File: src/rtl/tftp_read_receiver_core_macros.svh
// ----------------------------------------------------------------------------
// tftp_read_receiver_core_macros.svh
// Assertion helpers shared by the tftp read receiver rtl
// ----------------------------------------------------------------------------
`ifndef TFTP_READ_RECEIVER_CORE_MACROS_SVH
`define TFTP_READ_RECEIVER_CORE_MACROS_SVH

// same-cycle implication, checked outside reset
`define TFTP_RR_ASSERT_SAME(label, ante, cons) \
	label: assert property (@(posedge clk) disable iff (!arst_n) (ante) |-> (cons)) \
		else $error("tftp_rr same-cycle check failed");

// next-cycle implication, checked outside reset
`define TFTP_RR_ASSERT_NEXT(label, ante, cons) \
	label: assert property (@(posedge clk) disable iff (!arst_n) (ante) |=> (cons)) \
		else $error("tftp_rr next-cycle check failed");

`endif

File: src/rtl/tftp_rr_pkg.sv
// ----------------------------------------------------------------------------
// tftp_rr_pkg
// Types, codes and constants of the tftp read receiver
// ----------------------------------------------------------------------------
package tftp_rr_pkg;

	// command codes on the input stream
	localparam logic [1:0] CMD_START = 2'd0;
	localparam logic [1:0] CMD_BYTE  = 2'd1;
	localparam logic [1:0] CMD_TICK  = 2'd2;
	localparam logic [1:0] CMD_NONE  = 2'd3;

	// configuration register indexes
	localparam logic [1:0] REG_BLOCK_SIZE   = 2'd0;
	localparam logic [1:0] REG_BASE_ADDRESS = 2'd1;
	localparam logic [1:0] REG_TIMEOUT      = 2'd2;

	// configuration reset values
	localparam logic [15:0] BLOCK_SIZE_RST = 16'd1468;
	localparam logic [31:0] BASE_ADDR_RST  = 32'd0;
	localparam logic [23:0] TIMEOUT_RST    = 24'h050000;

	// transfer phases
	localparam logic [1:0] PH_IDLE = 2'd0;
	localparam logic [1:0] PH_REQ  = 2'd1;
	localparam logic [1:0] PH_RECV = 2'd2;
	localparam logic [1:0] PH_DONE = 2'd3;

	// packet opcodes
	localparam logic [15:0] OP_DATA  = 16'd3;
	localparam logic [15:0] OP_ERROR = 16'd5;
	localparam logic [15:0] OP_OACK  = 16'd6;

	// server error codes and their reported form
	localparam logic [15:0] SRV_ERR_NOT_FOUND = 16'd1;
	localparam logic [15:0] SRV_ERR_BAD_OP    = 16'd4;
	localparam logic [15:0] SRV_ERR_BAD_TID   = 16'd5;
	localparam logic [1:0]  ERR_NOT_FOUND     = 2'd0;
	localparam logic [1:0]  ERR_BAD_OP        = 2'd1;
	localparam logic [1:0]  ERR_BAD_TID       = 2'd2;
	localparam logic [1:0]  ERR_OTHER         = 2'd3;

	// header length and byte position limit
	localparam int unsigned   HDR_LEN = 4;
	localparam logic [16:0]   POS_MAX = 17'h1FFFF;

	localparam int unsigned OUT_TDATA_W = 96;

	typedef struct packed {
		logic [15:0] block_size;
		logic [31:0] base_address;
		logic [23:0] timeout_ticks;
	} cfg_t;

	typedef struct packed {
		logic [1:0] cmd;
		logic [7:0] data_byte;
		logic       last_byte;
	} beat_t;

	// member order gives the tdata layout, last member in the lowest bits
	typedef struct packed {
		logic [31:0] total_bytes;
		logic        done_res;
		logic [1:0]  error_code;
		logic        error_valid;
		logic        request_valid;
		logic [15:0] ack_block;
		logic        ack_valid;
		logic [7:0]  write_data;
		logic [31:0] write_address;
		logic        write_valid;
	} result_t;

	function automatic logic [1:0] map_error(input logic [15:0] code);
		logic [1:0] r;
		priority if (code == SRV_ERR_NOT_FOUND) r = ERR_NOT_FOUND;
		else if (code == SRV_ERR_BAD_OP) r = ERR_BAD_OP;
		else if (code == SRV_ERR_BAD_TID) r = ERR_BAD_TID;
		else r = ERR_OTHER;
		return r;
	endfunction

endpackage

File: src/rtl/tftp_rr_cfg.sv
// ----------------------------------------------------------------------------
// tftp_rr_cfg
// Configuration registers written through a plain write port
// ----------------------------------------------------------------------------
module tftp_rr_cfg
	import tftp_rr_pkg::*;
(
	input  logic        clk,
	input  logic        arst_n,
	input  logic        cfg_we,
	input  logic [1:0]  cfg_addr,
	input  logic [31:0] cfg_wdata,
	output cfg_t        cfg
);

	cfg_t cfg_q;

	// register writes, unknown indexes are dropped
	always_ff @(posedge clk or negedge arst_n) begin
		if (!arst_n) begin
			cfg_q.block_size    <= BLOCK_SIZE_RST;
			cfg_q.base_address  <= BASE_ADDR_RST;
			cfg_q.timeout_ticks <= TIMEOUT_RST;
		end else if (cfg_we) begin
			unique case (cfg_addr)
				REG_BLOCK_SIZE:   cfg_q.block_size    <= cfg_wdata[15:0];
				REG_BASE_ADDRESS: cfg_q.base_address  <= cfg_wdata;
				REG_TIMEOUT:      cfg_q.timeout_ticks <= cfg_wdata[23:0];
				default: ;
			endcase
		end
	end

	assign cfg = cfg_q;

endmodule

File: src/rtl/tftp_rr_engine.sv
// ----------------------------------------------------------------------------
// tftp_rr_engine
// Transfer state and per-beat packet parsing, one beat per clock while fire is high
// ----------------------------------------------------------------------------
module tftp_rr_engine
	import tftp_rr_pkg::*;
(
	input  logic    clk,
	input  logic    arst_n,
	input  logic    fire,
	input  beat_t   beat,
	input  cfg_t    cfg,
	output result_t res
);

	logic [1:0]  phase_q, phase_d;
	logic [16:0] pos_q, pos_d;
	logic [15:0] opcode_q, opcode_d;
	logic [15:0] word_q, word_d;
	logic [15:0] exp_blk_q, exp_blk_d;
	logic [31:0] addr_q, addr_d;
	logic [31:0] total_q, total_d;
	logic [23:0] tick_q, tick_d;

	logic [23:0] tick_inc;
	logic [16:0] len;
	logic [17:0] full_len;
	logic        match_cur;
	logic        match_new;
	logic        active;

	assign tick_inc  = tick_q + 24'd1;
	assign len       = (pos_q < POS_MAX) ? pos_q + 17'd1 : POS_MAX;
	assign full_len  = {2'b00, cfg.block_size} + 18'(HDR_LEN);
	assign match_cur = (opcode_q == OP_DATA) && (word_q == exp_blk_q);
	assign match_new = (opcode_d == OP_DATA) && (word_d == exp_blk_q);
	assign active    = (phase_q == PH_REQ) || (phase_q == PH_RECV);

	// header capture, used both by the write decision and the packet end
	always_comb begin
		opcode_d = opcode_q;
		word_d   = word_q;
		if (beat.cmd == CMD_START) begin
			opcode_d = '0;
			word_d   = '0;
		end else if (beat.cmd == CMD_BYTE && active) begin
			priority if (pos_q == 17'd0) opcode_d = {beat.data_byte, 8'h00};
			else if (pos_q == 17'd1) opcode_d = {opcode_q[15:8], beat.data_byte};
			else if (pos_q == 17'd2) word_d = {beat.data_byte, 8'h00};
			else if (pos_q == 17'd3) word_d = {word_q[15:8], beat.data_byte};
			else ;
		end
	end

	// next state and result of one beat
	always_comb begin
		phase_d   = phase_q;
		pos_d     = pos_q;
		exp_blk_d = exp_blk_q;
		addr_d    = addr_q;
		total_d   = total_q;
		tick_d    = tick_q;
		res       = '0;

		unique case (beat.cmd)
			CMD_START: begin
				phase_d           = PH_REQ;
				pos_d             = '0;
				exp_blk_d         = 16'd1;
				addr_d            = cfg.base_address;
				total_d           = '0;
				tick_d            = '0;
				res.request_valid = 1'b1;
			end
			CMD_TICK: begin
				if (phase_q == PH_REQ) begin
					if (tick_inc >= cfg.timeout_ticks) begin
						res.request_valid = 1'b1;
						tick_d            = '0;
					end else begin
						tick_d = tick_inc;
					end
				end
			end
			CMD_BYTE: begin
				if (active) begin
					// payload byte past the header of the expected block
					if (pos_q >= 17'(HDR_LEN) && match_cur) begin
						res.write_valid   = 1'b1;
						res.write_address = addr_q;
						res.write_data    = beat.data_byte;
						addr_d            = addr_q + 32'd1;
						total_d           = total_q + 32'd1;
					end
					// packet end: judge and answer
					if (beat.last_byte) begin
						phase_d = PH_RECV;
						tick_d  = '0;
						pos_d   = '0;
						if (len >= 17'(HDR_LEN)) begin
							priority if (match_new) begin
								res.ack_valid = 1'b1;
								res.ack_block = exp_blk_q;
								if ({1'b0, len} < full_len) begin
									res.done_res = 1'b1;
									phase_d      = PH_DONE;
								end else begin
									exp_blk_d = exp_blk_q + 16'd1;
								end
							end else if (opcode_d == OP_ERROR) begin
								res.error_valid = 1'b1;
								res.error_code  = map_error(word_d);
							end else if (opcode_d == OP_OACK) begin
								res.ack_valid = 1'b1;
								res.ack_block = '0;
							end else ;
						end
					end else begin
						pos_d = len;
					end
				end
			end
			default: ;
		endcase

		res.total_bytes = total_d;
	end

	// state registers
	always_ff @(posedge clk or negedge arst_n) begin
		if (!arst_n) begin
			phase_q   <= PH_IDLE;
			pos_q     <= '0;
			opcode_q  <= '0;
			word_q    <= '0;
			exp_blk_q <= 16'd1;
			addr_q    <= '0;
			total_q   <= '0;
			tick_q    <= '0;
		end else if (fire) begin
			phase_q   <= phase_d;
			pos_q     <= pos_d;
			opcode_q  <= opcode_d;
			word_q    <= word_d;
			exp_blk_q <= exp_blk_d;
			addr_q    <= addr_d;
			total_q   <= total_d;
			tick_q    <= tick_d;
		end
	end

endmodule

File: src/rtl/tftp_read_receiver_core.sv
// ----------------------------------------------------------------------------
// tftp_read_receiver_core
// Receiving side of a tftp read transfer with beat streams in and out
// ----------------------------------------------------------------------------
// Each input beat carries a command in tuser (start, payload byte, timer tick)
// and yields exactly one result beat. The block takes one beat per clock while
// the result stream is not stalled. A beat passes the input register, where it is
// accepted, then the result register, from which it is presented on the result
// stream; the state update and parsing for a beat sit between the two registers.
// With the result register full and stalled, one more input beat is still taken
// into the input register. The user must write configuration only while no beat
// is in flight; the block itself does not enforce it.
module tftp_read_receiver_core
	import tftp_rr_pkg::*;
(
	input  logic                   clk,
	input  logic                   arst_n,
	// configuration write port
	input  logic                   cfg_we,
	input  logic [1:0]             cfg_addr,
	input  logic [31:0]            cfg_wdata,
	// input stream
	input  logic                   s_tvalid,
	output logic                   s_tready,
	input  logic [7:0]             s_tdata,   // [7:0] data_byte
	input  logic [1:0]             s_tuser,   // [1:0] cmd
	input  logic                   s_tlast,   // last_byte
	// result stream
	output logic                   m_tvalid,
	input  logic                   m_tready,
	// [0] write_valid, [32:1] write_address, [40:33] write_data,
	// [41] ack_valid, [57:42] ack_block, [58] request_valid,
	// [59] error_valid, [61:60] error_code, [62] done_res,
	// [94:63] total_bytes, [95] zero
	output logic [OUT_TDATA_W-1:0] m_tdata
);

	cfg_t    cfg;
	beat_t   beat_s1;
	logic    v_s1;
	result_t res;
	result_t res_q;
	logic    out_v_q;
	logic    advance;

	tftp_rr_cfg u_cfg (
		.clk       (clk),
		.arst_n    (arst_n),
		.cfg_we    (cfg_we),
		.cfg_addr  (cfg_addr),
		.cfg_wdata (cfg_wdata),
		.cfg       (cfg)
	);

	// beat moves from the input register to the result register
	assign advance  = v_s1 && (!out_v_q || m_tready);
	assign s_tready = !v_s1 || advance;

	tftp_rr_engine u_engine (
		.clk    (clk),
		.arst_n (arst_n),
		.fire   (advance),
		.beat   (beat_s1),
		.cfg    (cfg),
		.res    (res)
	);

	// input register
	always_ff @(posedge clk or negedge arst_n) begin
		if (!arst_n) begin
			v_s1 <= 1'b0;
		end else if (s_tvalid && s_tready) begin
			v_s1 <= 1'b1;
		end else if (advance) begin
			v_s1 <= 1'b0;
		end
	end

	always_ff @(posedge clk) begin
		if (s_tvalid && s_tready) begin
			beat_s1 <= '{cmd: s_tuser, data_byte: s_tdata, last_byte: s_tlast};
		end
	end

	// result register
	always_ff @(posedge clk or negedge arst_n) begin
		if (!arst_n) begin
			out_v_q <= 1'b0;
		end else if (advance) begin
			out_v_q <= 1'b1;
		end else if (m_tready) begin
			out_v_q <= 1'b0;
		end
	end

	always_ff @(posedge clk) begin
		if (advance) begin
			res_q <= res;
		end
	end

	assign m_tvalid = out_v_q;
	assign m_tdata  = {1'b0, res_q};

	// checks on the receiver's own logic
	`include "tftp_read_receiver_core_macros.svh"

	`TFTP_RR_ASSERT_SAME(a_done_acks, out_v_q && res_q.done_res, res_q.ack_valid)
	`TFTP_RR_ASSERT_SAME(a_err_no_ack, out_v_q && res_q.error_valid, !res_q.ack_valid)
	`TFTP_RR_ASSERT_SAME(a_req_no_write, out_v_q && res_q.request_valid, !res_q.write_valid)
	`TFTP_RR_ASSERT_NEXT(a_stall_holds_s1, v_s1 && out_v_q && !m_tready, v_s1)

endmodule
File: config.mk
export PLATFORM = sky130hd
export DESIGN_NAME = tftp_read_receiver_core
export DESIGN_NICKNAME = d
export VERILOG_FILES = /design/src/rtl/tftp_rr_pkg.sv /design/src/rtl/tftp_rr_cfg.sv /design/src/rtl/tftp_rr_engine.sv /design/src/rtl/tftp_read_receiver_core.sv
export VERILOG_INCLUDE_DIRS = /design/src /design/src/rtl
export SDC_FILE = /design/constraint.sdc
export NUM_CORES = 1
export LEC_CHECK = 0
export BUFFER_PORTS_ARGS = -buffer_cell sky130_fd_sc_hd__buf_2
export CORE_MARGIN = 3
export CORE_UTILIZATION = 40
export CTS_BUF_LIST = sky130_fd_sc_hd__clkbuf_4 sky130_fd_sc_hd__clkbuf_8
export DETAILED_ROUTE_END_ITERATION = 12
export PLACE_DENSITY_LB_ADDON = 0.2
export SLEW_MARGIN = 20
export SYNTH_ARGS = -nofsm -noshare
export SYNTH_HDL_FRONTEND = slang
export SYNTH_SLANG_ARGS = --single-unit
export TNS_END_PERCENT = 20
File: constraint.sdc
create_clock -name clk -period 5.5 [get_ports clk]
set_input_delay 0.55 -clock clk [delete_from_list [all_inputs] [get_ports clk]]
set_output_delay 0.55 -clock clk [all_outputs]
set_load 0.02 [all_outputs]
==> Yosys cells after proc, flatten, opt, wreduce, memory -nomap -nowiden <==
Index checks and enable logic that the tools add are counted.
Widths: inputs -> output; s select.
{ "classes": {"addsub": 6, "order_cmp": 5, "n_eq_ne": 25, "muxes": 52, "bitwise": 5, "reduce_logical": 33} }
{ "ops": {"columns": ["op", "count"], "rows": [
  ["$mux 16", 13],
  ["$mux 32", 4],
  ["$pmux 32 s2", 2],
  ["$mux 24", 4],
  ["$mux 17", 5],
  ["$pmux 24 s3", 1],
  ["$add 32x1->32 const B", 2],
  ["$eq 16x3->1 const B", 4],
  ["$eq 17x2->1 const B", 2],
  ["$ge 17x3->1 const B", 2],
  ["$pmux 17 s2", 1],
  ["$eq 16x16->1", 2],
  ["$eq 16x2->1 const B", 2],
  ["$pmux 16 s2", 1],
  ["$add 24x1->24 const B", 1],
  ["$ge 24x24->1", 1],
  ["$lt 17x18->1", 1],
  ["$add 16x3->17 const B", 1],
  ["$add 17x1->17 const B", 1],
  ["$eq 17x1->1 const B", 1],
  ["$logic_not 17->1", 1],
  ["$lt 17x17->1 const B", 1],
  ["$add 16x1->16 const B", 1],
  ["$eq 16x1->1 const B", 1],
  ["other kinds (24)", 71]
]} }
{ "totals": {"reg_bits": 335, "in_bits": 50, "out_inout_bits": 98, "wordCells": 153} }

==> Depth between registers and ports, before layout <==
{ "logic_depth": {"word_depth": 14, "mapped_depth": 17, "depth_no_buf": 16} }

==> Modules after synthesis <==
A second synthesis with hierarchy kept.
{ "unflattened": {"cells_unflattened": 1635, "area_unflattened_um2": 17461.7} }
{ "by_module_without_submodules": {"columns": ["mod", "n_inst", "cells_per_inst", "area_per_inst_um2", "seq_area_each_um2"], "rows": [
  ["tftp_rr_engine", 1, 1366, 11429.7, 3880.0],
  ["tftp_read_receiver_core", 1, 116, 3298.2, 3233.1],
  ["tftp_rr_cfg", 1, 153, 2733.9, 1813.0]
]} }

==> Worst setup path before layout <==
No wires, ideal clock.
{ "synth_timing": {"kind": "input to register", "start": "input m_tready", "end": "register res_q (netlist bit m_tdata[0]), enable pin", "setup_time_ns": 0.496, "arrival_time_ns": 3.908, "required_ns": 5.004, "slack_ns": 1.095, "cell_stages": 5, "path_buffers": 2, "cell_sequence": "nand2b_1 -> nand2_1 -> inv_1 -> clkbuf_1 -> clkbuf_1"} }
{ "synth_via": {"elab_chain_cells": 2} }
{ "synth_rtl": {"columns": ["item", "line_no", "source"], "rows": [
  ["start: declaration", "tftp_read_receiver_core.sv:30", "input logic m_tready,"],
  ["$logic_or 1x1->1", "tftp_read_receiver_core.sv:56", "assign advance = v_s1 && (!out_v_q || m_tready);"],
  ["$logic_and 1x1->1", "tftp_read_receiver_core.sv:56", null],
  ["named net advance", "tftp_read_receiver_core.sv:44", "logic advance;"],
  ["end signal: assignment", "tftp_read_receiver_core.sv:98", "res_q <= res;"],
  ["end: declaration", "tftp_read_receiver_core.sv:42", "result_t res_q;"]
]} }
The timed path passes the listed nets, and every way through them passes these cells.
A chain may end at the register's enable or synchronous reset.

==> Final worst setup path <==
{ "layout_timing": {"start": "register beat_s1[9] in the netlist's numbering", "end": "register u_engine.exp_blk_q[1]"} }
{ "layout_via": {"elab_chain_cells": 8, "word_cells_on_any_way": 18, "cone_classes": "eq/ne: 8; mux: 5; reduce/logical: 5"} }
{ "layout_rtl": {"columns": ["item", "line_no", "source"], "rows": [
  ["start: declaration", "tftp_read_receiver_core.sv:39", "beat_t beat_s1;"],
  ["start signal: assignment", "tftp_read_receiver_core.sv:81", "beat_s1 <= '{cmd: s_tuser, data_byte: s_tdata, last_byte: s_tlast};"],
  ["$eq 2x1->1", "tftp_rr_engine.sv:46, tftp_rr_engine.sv:65", null],
  ["$logic_and 1x1->1", "tftp_rr_engine.sv:46", "end else if (beat.cmd == CMD_BYTE && active) begin"],
  ["$mux 16", "tftp_rr_engine.sv:46", null],
  ["$mux 16", "tftp_rr_engine.sv:43", "if (beat.cmd == CMD_START) begin"],
  ["$eq 16x2->1 / $eq 16x16->1 (equally long branches)", "tftp_rr_engine.sv:36", "assign match_new = (opcode_d == OP_DATA) && (word_d == exp_blk_q);"],
  ["$logic_and 1x1->1", "tftp_rr_engine.sv:36", null],
  ["$ne 2x1->1 (no line)", null, null],
  ["$reduce_and 7->1 (no line)", null, null],
  ["end signal: assignment", "tftp_rr_engine.sv:145", "exp_blk_q <= exp_blk_d;"],
  ["end: declaration", "tftp_rr_engine.sv:20", "logic [15:0] exp_blk_q, exp_blk_d;"]
]} }
Parallel ways exist; a longest one is shown, timed or not.

==> metrics.yaml <==
finalHoldWorstSlack_ns: 0.0758
drt_wl_total_mm: 51.6
crit_path_largest_cell_delay_ns: 0.80
post_drt_via_cell_ratio: 5.65
drt_drc_violations_left: 0
finalSetupViolations: 0
num_io_pins: 148
globalRouteMet2Util_pct: 36.2
fin_tns_setup_ns: 0
worst_slew_margin_rel_pct: 38.5
total_leakage_power_nw: 8.77
worst_hold_path.num_cells: 1
post_dp_area_um2: 19100
synth_ff_type: "sky130_fd_sc_hd__dfrtp_1"
die_x_um: 217
grt_util_met1_pct: 30.1
syn_nets: 1835
grt_overflow: 0
synth_enable_flop_cells: 106
postRouteAntennaNets: 0
finish.instance_area_um2: 20400
grt_antenna_before_repair: 0
end_kind: "flop"
num_rows: 76
root_buffer: "sky130_fd_sc_hd__clkbuf_8"
final_common_cell: "sky130_fd_sc_hd__dfrtp_1"
max_freq_mhz: 212
die-area_um2: 47300
grt_use_met3_pct: 3.18
numClockSinks: 335
layout_worst_path_cycle_share_pct: 85.7
place.detailed.hpwl_mm: 36.4
slew_violations: 0
post_route_cells_drive_above_1_share_pct: 20.5
run_status: "complete, no violations"
clock_transition_at_path_regs_ns: 0.06
number_of_drc_markers_after_the_initial_detailed_route_iteration: 1217
relative_area_change_from_synthesis_to_final_layout_pct: 14.2
powerDensity_nw_per_um2: 336
avgSynthCellArea_um2: 10.3
grt_pass1_vias: 14000
grt_start_max_net_pins: 111
power.total_mw: 6.87
cts_buffers: 58
first_pass_grt_wire_length_mm: 81.9
number_of_maximum_capacitance_constraint_violations: 0
start_kind: "flop"
firstDrtPassIters: 5
regToRegSetupSlack_ns: 0.79
timing.critical_path.cells: "nor3b_4, nand4_1, nor4_2, a221oi_1, a2111o_1, nor4_1, and4b_1, and3_1, mux2i_1"
rr_startpoint: "beat_s1[9]$_DFFE_PP_"
initial_utilization_pct: 41.0
routedWlPerCell_um: 20.6
fillerInstances: 4037
cp.arrival_ns: 5.25
cts_tree: "built"
post-route-min-period_ns: 4.71
crit_family: "simple AND/OR/NAND/NOR gates"
numPortBuffers: 146
core_um2: 43600
hold_path_class: "input port to flop"
grt_busiest_layer: "met2"
finalHoldViolCount: 0
tightestPinTransition_ns: 0.922
ys_seq_elements: 335
netlist-cell-type-count: 83
cpMaxStageDelayCell: "sky130_fd_sc_hd__nor4_2"
clk-insertion-delay-late_ns: 0.65
synth_warnings: 0
cts-resized-gates: 0
final_replace_weighted_congestion: 0.925
grt.total_usage_pct: 21.9
setup_slack_ns: 0.787
netlist_instances: 1735
htreeDepth: 2
ys_seq_area_share_pct: 49.9
die_y_um: 217
instance_count_on_the_critical_path: 9
clock_path_buffers: 3
critPathBufInv: 0
setup_repair_after_global_routing_missed_its_margin: "no"
vdd_drop_max_v: 0.000209
worst_clock_skew_ns: 0.0332
crit_path_max_fanout: 20
dpl_worst_slack_ns: 0.942
crit_start: "beat_s1[9]$_DFFE_PP_"
syn_area_um2: 17900
antenna-diode-count: 0
reg2regPathDepth: 9
layout.cells.most_common_list: "sky130_fd_sc_hd__dfrtp_1, sky130_fd_sc_hd__nand2_1, sky130_fd_sc_hd__buf_2"
finalNetCount: 1970
hold_start: "s_tdata[6]"
required_time_reported_for_the_critical_path_endpoint_ns: 6.04
worstSetupPathType: "flop to flop"
synthArstFlopShare_pct: 68.4
post_cts_buffers: 0
detailroute.via_count: 14200
where the power goes:
group / switching, mW / internal, mW / leakage (nW) / total (mW)
clock network: 1.07 / 1.39 / 0.674 / 2.46
logic: 0.720 / 0.472 / 4.12 / 1.19
registers: 0.303 / 2.91 / 3.97 / 3.22
total: 2.09 / 4.78 / 8.77 / 6.87
cells in the mapped netlist, types with 15 or more instances:
cell / count / share of area (%)
sky130_fd_sc_hd__a31oi_1: 15 / 0.52
sky130_fd_sc_hd__dfrtp_1: 219 / 31
sky130_fd_sc_hd__nand4_1: 37 / 1.3
sky130_fd_sc_hd__ha_1: 50 / 3.5
sky130_fd_sc_hd__a21oi_1: 90 / 2.5
sky130_fd_sc_hd__nand2b_1: 15 / 0.52
sky130_fd_sc_hd__mux2_2: 71 / 4.5
sky130_fd_sc_hd__o21ai_0: 82 / 2.3
sky130_fd_sc_hd__and3_1: 35 / 1.2
sky130_fd_sc_hd__xnor2_1: 39 / 1.9
sky130_fd_sc_hd__o22ai_1: 19 / 0.66
sky130_fd_sc_hd__and2_1: 45 / 1.6
sky130_fd_sc_hd__a21o_1: 21 / 0.88
sky130_fd_sc_hd__nor3_1: 31 / 0.87
sky130_fd_sc_hd__clkbuf_1: 70 / 1.5
sky130_fd_sc_hd__inv_1: 61 / 1.3
sky130_fd_sc_hd__o31ai_1: 34 / 1.4
sky130_fd_sc_hd__a22o_1: 65 / 3.2
sky130_fd_sc_hd__nor2_1: 112 / 2.4
sky130_fd_sc_hd__nor4_1: 27 / 0.94
sky130_fd_sc_hd__nand3_1: 75 / 2.1
sky130_fd_sc_hd__nand2_1: 168 / 3.5
sky130_fd_sc_hd__edfxtp_1: 106 / 18
sky130_fd_sc_hd__xor2_1: 55 / 2.7
sequential cells by signal (all words and copies together) (netlist names):
register,cells
m_tdata,95
u_cfg.cfg,72
u_engine.addr_q,32
u_engine.total_q,32
u_engine.tick_q,24
u_engine.pos_q,17
u_engine.exp_blk_q,16
u_engine.opcode_q,16
u_engine.word_q,16
beat_s1,11
u_engine.phase_q,2
m_tvalid,1
v_s1,1
timing repair:
item / 4_1_cts / 5_1_grt
hold buffers: 1 / 0
hold endpoints to repair: 15 / 0
endpoints found under the setup margin: 0 / 0
routing by layer:
metal	wire, um	vias to the layer above
met5	0	-
met4	999	0
met3	2600	72
met2	25300	410
met1	22700	7010
li1	-	6664
through the flow:
step | instances | utilization (%)
2_1_floorplan | 1735 | -
3_3_place_gp | 2394 | 43.8
3_5_place_dp | 2394 | 43.8
4_1_cts | 2504 | 46.8
5_1_grt | 2504 | 46.8
6_report | 2504 | 46.8
final timing paths:
path / to
worst max-delay path: u_engine.exp_blk_q[1]$_DFFE_PN0P_
worst min-delay path: beat_s1[7]$_DFFE_PP_
worst max register to register: u_engine.exp_blk_q[1]$_DFFE_PN0P_
worst min register to register: m_tvalid$_DFFE_PN0P_
max in group asynchronous: u_cfg.cfg[14]$_DFFE_PN0P_
min in group asynchronous: u_engine.total_q[2]$_DFFE_PN0P_
layout make-up:
cell class,instances,area [um^2],share of cell area (%)
clock buffers,90,1120,5.48
clock inverters,19,158,0.772
inverters,61,231,1.13
multi-input cells,1245,8340,40.8
flip-flops and latches,335,8930,43.7
well taps,585,732,3.58
repair buffers,169,916,4.48
logic make-up (layout without fill, tap and decap cells):
family	count (synthesis)	in the layout	synth area share [%]
other cells	1	1	0.0210
mux	75	75	4.72
xor+xnor	94	94	4.60
compound gates	398	398	15.0
flops	335	335	49.9
simple gates	627	627	18.5
fa+ha+maj	50	50	3.50
buf+inv	155	339	3.70
(Power assumes the default switching activity.)
